## config.mk

```make
export PLATFORM = sky130hd
export DESIGN_NAME = cbd_index
export DESIGN_NICKNAME = d
export VERILOG_FILES = /design/src/rtl/console_bus_decoder_with_ram_assert.svh /design/src/rtl/cbd_pkg.sv /design/src/rtl/cbd_index.sv
export SDC_FILE = /design/constraint.sdc
export NUM_CORES = 1
export LEC_CHECK = 0
export ABC_AREA = 1
export BUFFER_PORTS_ARGS = -buffer_cell sky130_fd_sc_hd__buf_2
export CORE_MARGIN = 2
export CORE_UTILIZATION = 36
export CTS_BUF_LIST = sky130_fd_sc_hd__clkbuf_16
export DETAILED_ROUTE_END_ITERATION = 8
export PLACE_DENSITY_LB_ADDON = 0.3
export SLEW_MARGIN = 20
export SYNTH_ARGS = -nofsm -noshare
export SYNTH_HDL_FRONTEND = slang
export SYNTH_SLANG_ARGS = --single-unit
```

## constraint.sdc

```tcl
create_clock -name clock -period 0.8 [get_ports clock]
set_input_delay 0.04 -clock clock [delete_from_list [all_inputs] [get_ports clock]]
set_output_delay 0.04 -clock clock [all_outputs]
set_load 0.01 [all_outputs]
```

## src/rtl/console_bus_decoder_with_ram_assert.svh

```systemverilog
// ----------------------------------------------------------------------------
// console bus decoder assertion macros
// shared assertion shorthands, sampled on clock and disabled in reset
// ----------------------------------------------------------------------------
`ifndef CONSOLE_BUS_DECODER_WITH_RAM_ASSERT_SVH
`define CONSOLE_BUS_DECODER_WITH_RAM_ASSERT_SVH

// same-cycle implication
`define CBD_ASSERT_SAME(label, lhs, rhs) \
   label: assert property (@(posedge clock) disable iff (reset) (lhs) |-> (rhs)) \
      else $error("assertion failed: same-cycle implication");

// next-cycle implication
`define CBD_ASSERT_NEXT(label, lhs, rhs) \
   label: assert property (@(posedge clock) disable iff (reset) (lhs) |=> (rhs)) \
      else $error("assertion failed: next-cycle implication");

`endif

```

## src/rtl/cbd_pkg.sv

```systemverilog
// ----------------------------------------------------------------------------
// console bus decoder package
// shared constants, address map, target codes, state and control types
// ----------------------------------------------------------------------------
package cbd_pkg;

   // default work ram depth in bytes
   localparam int RAM_DEPTH_DEF = 2048;

   // mirrored ram window address bits
   localparam int RAM_WIN_W = 13;

   // reciprocal scaling for the ram index modulo
   localparam int IDX_SHIFT  = 26;
   localparam int IDX_PROD_W = 40;

   // address map
   localparam logic [15:0] ADDR_RAM_LAST     = 16'h1FFF;
   localparam logic [15:0] ADDR_VIDEO_LAST   = 16'h3FFF;
   localparam logic [15:0] ADDR_SOUND_LAST   = 16'h4013;
   localparam logic [15:0] ADDR_SPRITE_DMA   = 16'h4014;
   localparam logic [15:0] ADDR_SOUND_STATUS = 16'h4015;
   localparam logic [15:0] ADDR_PAD_ZERO     = 16'h4016;
   localparam logic [15:0] ADDR_PAD_ONE      = 16'h4017;

   // target codes
   typedef enum logic [2:0] {
      TGT_CART  = 3'd0,
      TGT_RAM   = 3'd1,
      TGT_VIDEO = 3'd2,
      TGT_SOUND = 3'd3,
      TGT_DMA   = 3'd4,
      TGT_PAD   = 3'd5,
      TGT_NONE  = 3'd6
   } cbd_target_type;

   // sequencer states
   typedef enum logic [1:0] {
      ST_IDLE,
      ST_MOD,
      ST_FIX,
      ST_RESULT
   } cbd_state_type;

   // ram port control
   typedef struct packed {
      logic wr_en;
      logic rd_en;
   } cbd_ram_ctl_type;

endpackage

```

## src/rtl/cbd_index.sv

```systemverilog
// ----------------------------------------------------------------------------
// cbd_index
// ram index unit: mirrored window address modulo the ram depth, via a
// reciprocal multiply, a back-multiply and one correction step
// ----------------------------------------------------------------------------
module cbd_index #(
   parameter int RAM_DEPTH = cbd_pkg::RAM_DEPTH_DEF
) (
   input  logic                           clock,
   input  logic                           load,
   input  logic [cbd_pkg::RAM_WIN_W-1:0]  win_addr,
   output logic [$clog2(RAM_DEPTH)-1:0]   ram_index
);

   localparam int AW    = $clog2(RAM_DEPTH);
   localparam int RW    = AW + 1;
   localparam int QMAX  = ((1 << cbd_pkg::RAM_WIN_W) - 1) / RAM_DEPTH;
   localparam int QW    = (QMAX == 0) ? 1 : $clog2(QMAX + 1);
   localparam int RECIP = (1 << cbd_pkg::IDX_SHIFT) / RAM_DEPTH;
   localparam int XW    = cbd_pkg::RAM_WIN_W + 1;

   logic [cbd_pkg::RAM_WIN_W-1:0]  x_ff;
   logic [QW-1:0]                  q_ff;
   logic [QW-1:0]                  q_in;
   logic [RW-1:0]                  r_ff;
   logic [RW-1:0]                  r_in;
   logic [cbd_pkg::IDX_PROD_W-1:0] q_prod;
   logic [XW-1:0]                  back_prod;
   logic [XW-1:0]                  diff;

   // quotient estimate, at most one below the true quotient
   assign q_prod = cbd_pkg::IDX_PROD_W'(win_addr) * cbd_pkg::IDX_PROD_W'(RECIP);
   assign q_in   = q_prod[cbd_pkg::IDX_SHIFT +: QW];

   always_ff @(posedge clock) begin
      if (load) begin
         x_ff <= win_addr;
         q_ff <= q_in;
      end
   end

   // partial remainder, below twice the depth
   assign back_prod = XW'(q_ff) * XW'(RAM_DEPTH);
   assign diff      = XW'(x_ff) - back_prod;
   assign r_in      = diff[RW-1:0];

   always_ff @(posedge clock) begin
      r_ff <= r_in;
   end

   // final correction
   always_comb begin
      if (r_ff >= RW'(RAM_DEPTH)) begin
         ram_index = AW'(r_ff - RW'(RAM_DEPTH));
      end else begin
         ram_index = r_ff[AW-1:0];
      end
   end

endmodule

```

Yosys cells after proc, flatten, opt, wreduce, memory -nomap -nowiden
Cells that the tools add are included.
{"block": "op_classes", "n_lt_le_gt_ge": 1, "mux": 1, "n_addsub": 2}
{"op": "greater-or-equal comparator 12 bit (second input constant)", "count": 1}
{"op": "subtractor 12 bit", "count": 1}
{"op": "two-way mux 11 bit", "count": 1}
{"op": "subtractor 11 x 1 -> 11 bit (second input constant)", "count": 1}
{"block": "totals", "word_cells": 7, "register_bits": 25}

Depth between registers and ports, before layout
Gate-level depths: netlist (run 1).
{"block": "logic_depth", "depth_word": 2, "depth_mapped": 0, "depth_no_buf": 0}

Worst setup path before layout (run 1)
Ideal clock, no wire load.
{"block": "synth_timing", "kind": "register to register", "start": "reg x_ff[0] (netlist bit)", "end": "reg r_ff[0]", "path_slack_ns": 0.350, "t_arrival_ns": 0.323, "setup_ns": 0.127, "path_stages_with_launch": 1, "t_required_ns": 0.673, "cell_sequence": "edfxtp_1"}
{"block": "synth_via", "elab_chain_len": 1}
{"element": "start, declared", "line": "cbd_index.sv:22", "text": "logic [cbd_pkg::RAM_WIN_W-1:0] x_ff;"}
{"element": "start signal, assigned", "line": "cbd_index.sv:37", "text": "x_ff <= win_addr;"}
{"element": "subtractor 12 bit", "line": "cbd_index.sv:44", "text": "assign diff = XW'(x_ff) - back_prod;"}
{"element": "end signal, assigned", "line": "cbd_index.sv:48", "text": "r_ff <= r_in;"}
{"element": "end, declared", "line": "cbd_index.sv:25", "text": "logic [RW-1:0] r_ff;"}
Every way passes these cells.
A chain may end at the register's enable or synchronous reset.

Worst setup path after layout (run 1)
{"block": "layout_timing", "start": "reg r_ff[4]", "end": "out ram_index[4]"}
{"block": "layout_via", "elab_chain_len": 2, "elab_cells_between_ends": 3, "classes_between": "add/sub: 1; order compare: 1; mux: 1"}
{"element": "subtractor 11 x 1 -> 11 bit or greater-or-equal comparator 12 bit (tied branches)", "line": "cbd_index.sv:54, cbd_index.sv:53"}
{"element": "two-way mux 11 bit *", "line": "cbd_index.sv:53", "text": "if (r_ff >= RW'(RAM_DEPTH)) begin"}
{"element": "end, declared", "line": "cbd_index.sv:12", "text": "output logic [$clog2(RAM_DEPTH)-1:0] ram_index"}
Mark *: on every way between the ends. The rest lies on a longest branch, timed or not.

==> results of run 1 <==
[cell type report]
class	instances	area, um^2	area share
Clock inverter	1	3.754	0.004292
Sequential cell	22	550.5	0.6295
Tap cell	16	20.02	0.02289
Timing Repair Buffer	34	225.2	0.2575
Clock buffer	3	75.07	0.08584
[cell families (layout without fill, tap and decap cells)]
logic type             Yosys count  in the layout  share of synthesized area
buffers and inverters            0             38                          0
DFF                             22             22                      1.000
[per-stage QoR]
step | area [um^2] | util | std cells
after global routing | 874.6 | 0.5944 | 76
after detailed placement | 685.7 | 0.4660 | 61
after floorplan | 550.5 | - | 22
final | 874.6 | 0.5944 | 76
after CTS | 874.6 | 0.5944 | 76
after global placement | 685.7 | 0.4660 | 61
[cell usage in the layout, fill, tap and decap left out]
cell           count
buf_2             23
clkbuf_16          3
dfxtp_1           11
dlygate4sd3_1     11
edfxtp_1          11
inv_1              1
[synthesized netlist by cell type]
master	number
dfxtp_1	11
edfxtp_1	11
[flip-flops by register name, summed over array words and instances, names as in the netlist]
| register | count |
|---|---|
| r_ff | 11 |
| x_ff | 11 |
[final timing paths]
path / from / slack, ps / depth (start not counted) / end
max: r_ff[4]$_DFF_P_ / 70 / 1 / ram_index[4]
min: load / 170 / 1 / x_ff[5]$_DFFE_PP_
max reg2reg: x_ff[4]$_DFFE_PP_ / 320 / 0 / r_ff[4]$_DFF_P_
min reg2reg: x_ff[3]$_DFFE_PP_ / 340 / 0 / r_ff[3]$_DFF_P_
[routing by layer]
metal,part of all wire,GRT usage
met1,0.34,0.08333
met4,0,0.01818
met5,0,0
met2,0.61,0.1701
met3,0.054,0.03830
[power groups by stage]
stage,combinational (uW),sequential (uW),clock (uW)
2_1_floorplan,0,1340,0
3_3_place_gp,101,1320,0
3_5_place_dp,104,1320,0
4_1_cts,144,1290,1020
5_1_grt,155,1300,1070
6_report,145,1290,1000
==> results summary, run 1 <==
The clock root buffer is clkbuf_16. Of the total power, registers draw 0.530. The count of synthesis-stage warnings from yosys is 0. The via count of the first global-routing pass came to 280. The filler cell count in the final layout is 131. The multi-input combinational gate total came out at 0. Dividing total power by cell area gives a power density of 2794 mW/mm^2. Setup repair after global routing left no endpoint under its margin. The core region is 0.001471 mm^2.

The worst endpoint required time is 760 ps. The worst setup path is captured at a primary output. The area fraction of the dominant cell type after synthesis is 0.6000. The count of buffers inserted at the top-level ports is 23. The average wire per cell in the routed design is 10.43 um.

The DRC violation total after the first TritonRoute iteration came out at 4. The total die area came out at 0.001858 mm^2. The longest individual stage delay on the worst path came out at 320 ps. The TritonCTS clock tree is yes.

For the final routed database, the setup TNS stands at 0 ps. Compared with the post-synthesis result, the final layout area differs by 58.86%. The min-delay analysis places its worst path in the category in -> reg. The switching share of power came out at 0.1713.

The initial antenna violation count is 0. The number of buffers added for setup after CTS came out at 0. The multi-input combinational cells in the finished layout cover a total of 0 um^2. For this design the total switching power over the nets is 418.5 uW. The later pin in the worst-skew pair is clocked with a latency of 250 ps. The count of nets left with antenna violations after detail routing came out at 0. The post-cts hold buffer count is 11. The total leakage power came out at 0.0003792 uW. The final hold violation count is 0.

The die boundary height is 43.11 um. The number of distinct standard cells referenced by the synthesized netlist came out at 2. After detailed routing, the number of remaining DRC violations is 0. The relative contribution of combinational cells to total power is 0.059. The number of max-cap violations is 0. Of the cells placed in the final design, the portion with a size suffix greater than 1 is 0.4333. The overall track demand over capacity in global routing came out at 0.08800. The setup skew after layout came out at 4.219 ps. The worst slack at placement came out at 199.5 ps. The final cycle utilization of the critical path came out at 0.9063. The run finished with clean final reports. After synthesis, the cell types taking the most area are edfxtp_1, dfxtp_1. The global-route wire length before repair came out at 1152 um. In the synthesized netlist, the number of instances is 22. The worst path arrival time is 690 ps. The total overflow left after global routing is 0. The die is 43.11 um wide. The clock period could shrink to 725.0 ps. The maximum buffer depth of the clock tree is 2. Detailed routing inserted a total of 307 vias.

The maximum number of pins on one net before global-route repair is 13. The final weighted congestion in routability-driven placement is 0.5475. The clock-pin slew of the registers on the worst-case setup and hold paths is 60 ps. Hold timing on the final database bottoms out at a slack of 172.6 ps. The CTS buffer count is 3. The worst max-slew margin expressed relative to the limit came out at 0.8349.

The initial standard-cell utilization of the core came out at 0.3741. On the critical path the largest part of the delay comes from flip-flops. The routed wire length came out at 793 um. Of the synthesized area, sequential elements account for 1.000. Walking the worst path, the cells encountered are buf_2. The internal portion of the total power is 2025 uW.

The number of buffers and inverters on the critical path came out at 1. The clock share of power is 0.411. The mean area per synthesized cell is 25.02 um^2.

The worst-case vdd ir drop is 1879 uV. The critical path start-end classification is reg -> out. Before antenna repair, the detailed router went through 3 iterations. The slowest stage of the critical path is the dfxtp_1 cell. The cell area after synthesis came out at 550.5 um^2. After synthesis the netlist holds a flip-flop and latch count of 22. The final setup slack of the worst path came out at 74.97 ps. The design draws 2443 uW. The H-tree depth came out at 1. Of all nets on the critical path, the largest fanout is 1.

After clock tree synthesis, the repair step resized 0 gates. The sink count of the clock tree came out at 22. In the final design database the tool counted 76 nets. Based on the critical path, the design can be clocked at up to 1.379 GHz. The row count came out at 14. The per-cell via count in the routed design is 4.039. The number of placed I/O pins is 26. Setup violations remaining at the end of the flow were counted as 0. The number of antenna diodes in the final layout is 0.

The number of max-slew violations in the final report came to 0. STA classifies the critical path startpoint as a flip-flop. The actual slew at the worst max-slew pin came out at 247.6 ps.

Summed over all instances, the cell type with the most area after synthesis is edfxtp_1. The synthesized netlist net count came out at 37.
No activity file was read; power rests on OpenSTA's default activity.
==> inputs of run 2 (changes only) <==
--- a/config.mk
+++ b/config.mk
@@ -9,10 +9,9 @@
 export BUFFER_PORTS_ARGS = -buffer_cell sky130_fd_sc_hd__buf_2
 export CORE_MARGIN = 2
 export CORE_UTILIZATION = 36
-export CTS_BUF_LIST = sky130_fd_sc_hd__clkbuf_16
+export CTS_BUF_LIST = sky130_fd_sc_hd__clkbuf_4 sky130_fd_sc_hd__clkbuf_8
 export DETAILED_ROUTE_END_ITERATION = 8
 export PLACE_DENSITY_LB_ADDON = 0.3
-export SLEW_MARGIN = 20
 export SYNTH_ARGS = -nofsm -noshare
 export SYNTH_HDL_FRONTEND = slang
 export SYNTH_SLANG_ARGS = --single-unit
==> run 2 against run 1 <==
Hold slack worse by 57 ps. Highest routed layer unchanged. First-iteration DRC count decreased by 100%. Register-to-register slack worse by 30 ps. Largest power group unchanged. Setup slack got worse by 55 ps. Cell area shrank 3.0%. Die area stayed put. Fmax down 7.1%. Total power is 19% lower. Combinational power is 9.7% higher.
==> results summary, run 2 (synthesis results as in run 1) <==
The number of buffers and inverters on the critical path came out at 1 (unchanged). The type of destination of the critical path is a primary output. The sequential fraction of design power is 0.655 (+0.125). The final weighted congestion in routability-driven placement came to 0.5475 (unchanged). The maximum net fanout on the critical path is 1 (unchanged). The actual slew at the worst max-slew pin was 241.3 ps (-6.332 ps).

The maximum number of pins on one net before global-route repair is 13 (unchanged). In this run the worst setup path terminates at ram_index[4]. The number of placed I/O pins came out at 26 (unchanged).

The aggregate global routing overflow is 0 (unchanged). The fmax was 1.282 GHz (-7.1%). The worst max-slew margin expressed relative to the limit came to 0.8391 (+0.004221). The final core utilization is 0.5765 (-0.01786). The via count came out at 302 (-1.6%). The setup slack of the worst register-to-register path came out at 290 ps (-30 ps). The worst slack at placement is 199.5 ps (unchanged). The count of nets left with antenna violations after detail routing is 0 (unchanged).

The longest individual stage delay on the worst path came to 340 ps (+20 ps). The sum of negative setup slack came out at 0 ps (unchanged). The top cell types in the final layout, fill and taps aside, are buf_2, dlygate4sd3_1, edfxtp_1. The average wire per cell in the routed design is 11.25 um (+7.8%). The routed wire length is 855 um (+7.8%). The final hold slack is 115.2 ps (-57.43 ps).

The global-route wire length before repair is 1166 um (+1.2%). The final hold violation count is 0 (unchanged). Leaving out fill and tap cells, the most frequent cell in the layout is buf_2. The die boundary height came out at 43.11 um (unchanged). The total inserted antenna cells is 0 (unchanged). The CTS buffer count came out at 3 (unchanged). The row count is 14 (unchanged). The switching power came out at 376.7 uW (-10%). The iteration count of the initial detailed-routing pass came to 1 (-2). The final cycle utilization of the critical path is 0.9751 (+0.06886). The startpoint type of the worst setup path is a flip-flop.

The tree is rooted in a clkbuf_4. The endpoint identified for the worst register-to-register timing path is r_ff[4]$_DFF_P_. The number of buffers added for setup after CTS is 0 (unchanged).

The library cell contributing the largest single delay on the critical path is dfxtp_2. The critical path is of the reg -> out type. The depth of the critical timing path with buffers and inverters included was 1 (unchanged).

Setup repair after global routing could not meet its margin everywhere. The source-to-sink clock delay at the later pin of the worst-skew pair was 290 ps (+40 ps). The sink count of the clock tree came out at 22 (unchanged). The per-cell via count in the routed design came out at 3.974 (-1.6%). The worst reg2reg path depth came out at 0 (unchanged). The clock share of power is 0.264 (-0.147). The worst endpoint required time was 760 ps (about the same). The cell area reported after detailed placement came out at 685.7 um^2 (unchanged). The total die area is 0.001858 mm^2 (unchanged). The final critical-path required period came to 780.1 ps (+55.09 ps). The switching share of power came to 0.1904 (+0.01913).

The count of buffers inserted at the top-level ports is 23 (unchanged). The setup skew after layout came to 6.796 ps (+2.578 ps). The startpoint of the most critical setup path is r_ff[4]$_DFF_P_. On the critical path the largest part of the delay comes from flip-flops. The number of max-slew violations in the final report came out at 0 (unchanged). The number of max-cap violations is 0 (unchanged). The min-delay analysis places its worst path in the category in -> reg. The run finished with clean final reports.

The initial antenna violation count is 0 (unchanged). The DRC violation total after the first TritonRoute iteration was 0 (-4). The final setup violation count is 0 (unchanged). The H-tree depth came to 1 (unchanged). The area of the multi-input gates came out at 0 um^2 (unchanged).

The fraction of final layout cells sized beyond drive strength 1 is 0.5000 (+0.06667). The layout net count came out at 76 (unchanged). The count of unresolved DRC violations after routing came out at 0 (unchanged). The overall track demand over capacity in global routing is 0.09236 (+0.004362). The maximum buffer depth of the clock tree is 2 (unchanged). The area added between synthesis and finish came out at 54.09%. The total leakage power came out at 0.0003617 uW (-4.6%). The largest registers in the layout are r_ff (11), x_ff (11).

The cell internal power dissipation is 1602 uW (-21%). The final design instance area without fill came out at 848.3 um^2 (-3.0%). The worst-case vdd ir drop came to 1188 uV (-37%). The die width was 43.11 um (unchanged).

The final setup slack of the worst path is 19.88 ps (-55.09 ps). TritonCTS built the clock tree. The worst register-to-register path begins at x_ff[4]$_DFFE_PP_. The power per cell area came out at 2332 mW/mm^2 (-17%). The via count of the first global-routing pass came out at 305 (+8.9%). The worst path arrival time is 740 ps (+50 ps). The critical path goes through buf_6. The initial standard-cell utilization of the core is 0.3741 (unchanged). The clock-pin slew of the registers on the worst-case setup and hold paths came to 110 ps (+50 ps). The area inside the core boundary came out at 0.001471 mm^2 (unchanged). The multi-input combinational gate total came out at 0 (unchanged). The relative contribution of combinational cells to total power came to 0.080 (+0.021).
## run 2: cell types whose count changed in the layout (fill, tap and decap cells not counted)
cell	previous run	this run
clkbuf_16	3	0
inv_1	1	0
buf_2	23	20
dfxtp_1	11	8
clkbuf_4	0	4
dfxtp_2	0	3
buf_6	0	3
## run 2: metal layers
| layer | vias up | share of wire | GRT usage |
|---|---|---|---|
| met5 | - | 0 | 0 |
| met4 | 0 | 0 | 0.03636 |
| met3 | 0 | 0.055 | 0.02553 |
| met2 | 13 | 0.63 | 0.2030 |
| met1 | 136 | 0.31 | 0.06648 |
| li1 | 153 | - | - |
## run 2: through the flow
| stage | power, uW | instances |
|---|---|---|
| final | 1978 | 76 |
| after global routing | 2047 | 76 |
| after CTS | 1978 | 76 |
| after detailed placement | 1423 | 61 |
| after global placement | 1417 | 61 |
| after floorplan | 1342 | 22 |
## run 2: what timing repair did
item	4_1_cts	5_1_grt
hold endpoints to repair	11	0
endpoints found under the setup margin	0	6
resized for setup	0	6
hold buffers	11	0
## run 2: worst min path at each step
stage	startpoint	end	slack (ps)	cells after the start
finish	load	x_ff[5]$_DFFE_PP_	120	1
global route	load	x_ff[5]$_DFFE_PP_	120	1
CTS	load	x_ff[4]$_DFFE_PP_	110	1
detailed placement	win_addr[8]	x_ff[8]$_DFFE_PP_	220	1
global placement	win_addr[8]	x_ff[8]$_DFFE_PP_	220	1
floorplan	win_addr[0]	x_ff[0]$_DFFE_PP_	140	0
## run 2: power by group through the flow
stage / Clock [uW] / Sequential, uW / Combinational (uW)
6_report: 523 / 1300 / 159
5_1_grt: 572 / 1300 / 170
4_1_cts: 541 / 1290 / 144
3_5_place_dp: 0 / 1320 / 104
3_3_place_gp: 0 / 1320 / 101
2_1_floorplan: 0 / 1340 / 0
## run 2: cell type report
| cell class | instances | area (um^2) |
|---|---|---|
| tap | 16 | 20.02 |
| sequential | 22 | 554.3 |
| clock buffer | 4 | 30.03 |
| timing repair buffer | 34 | 244.0 |
| fill | 126 | 623.1 |
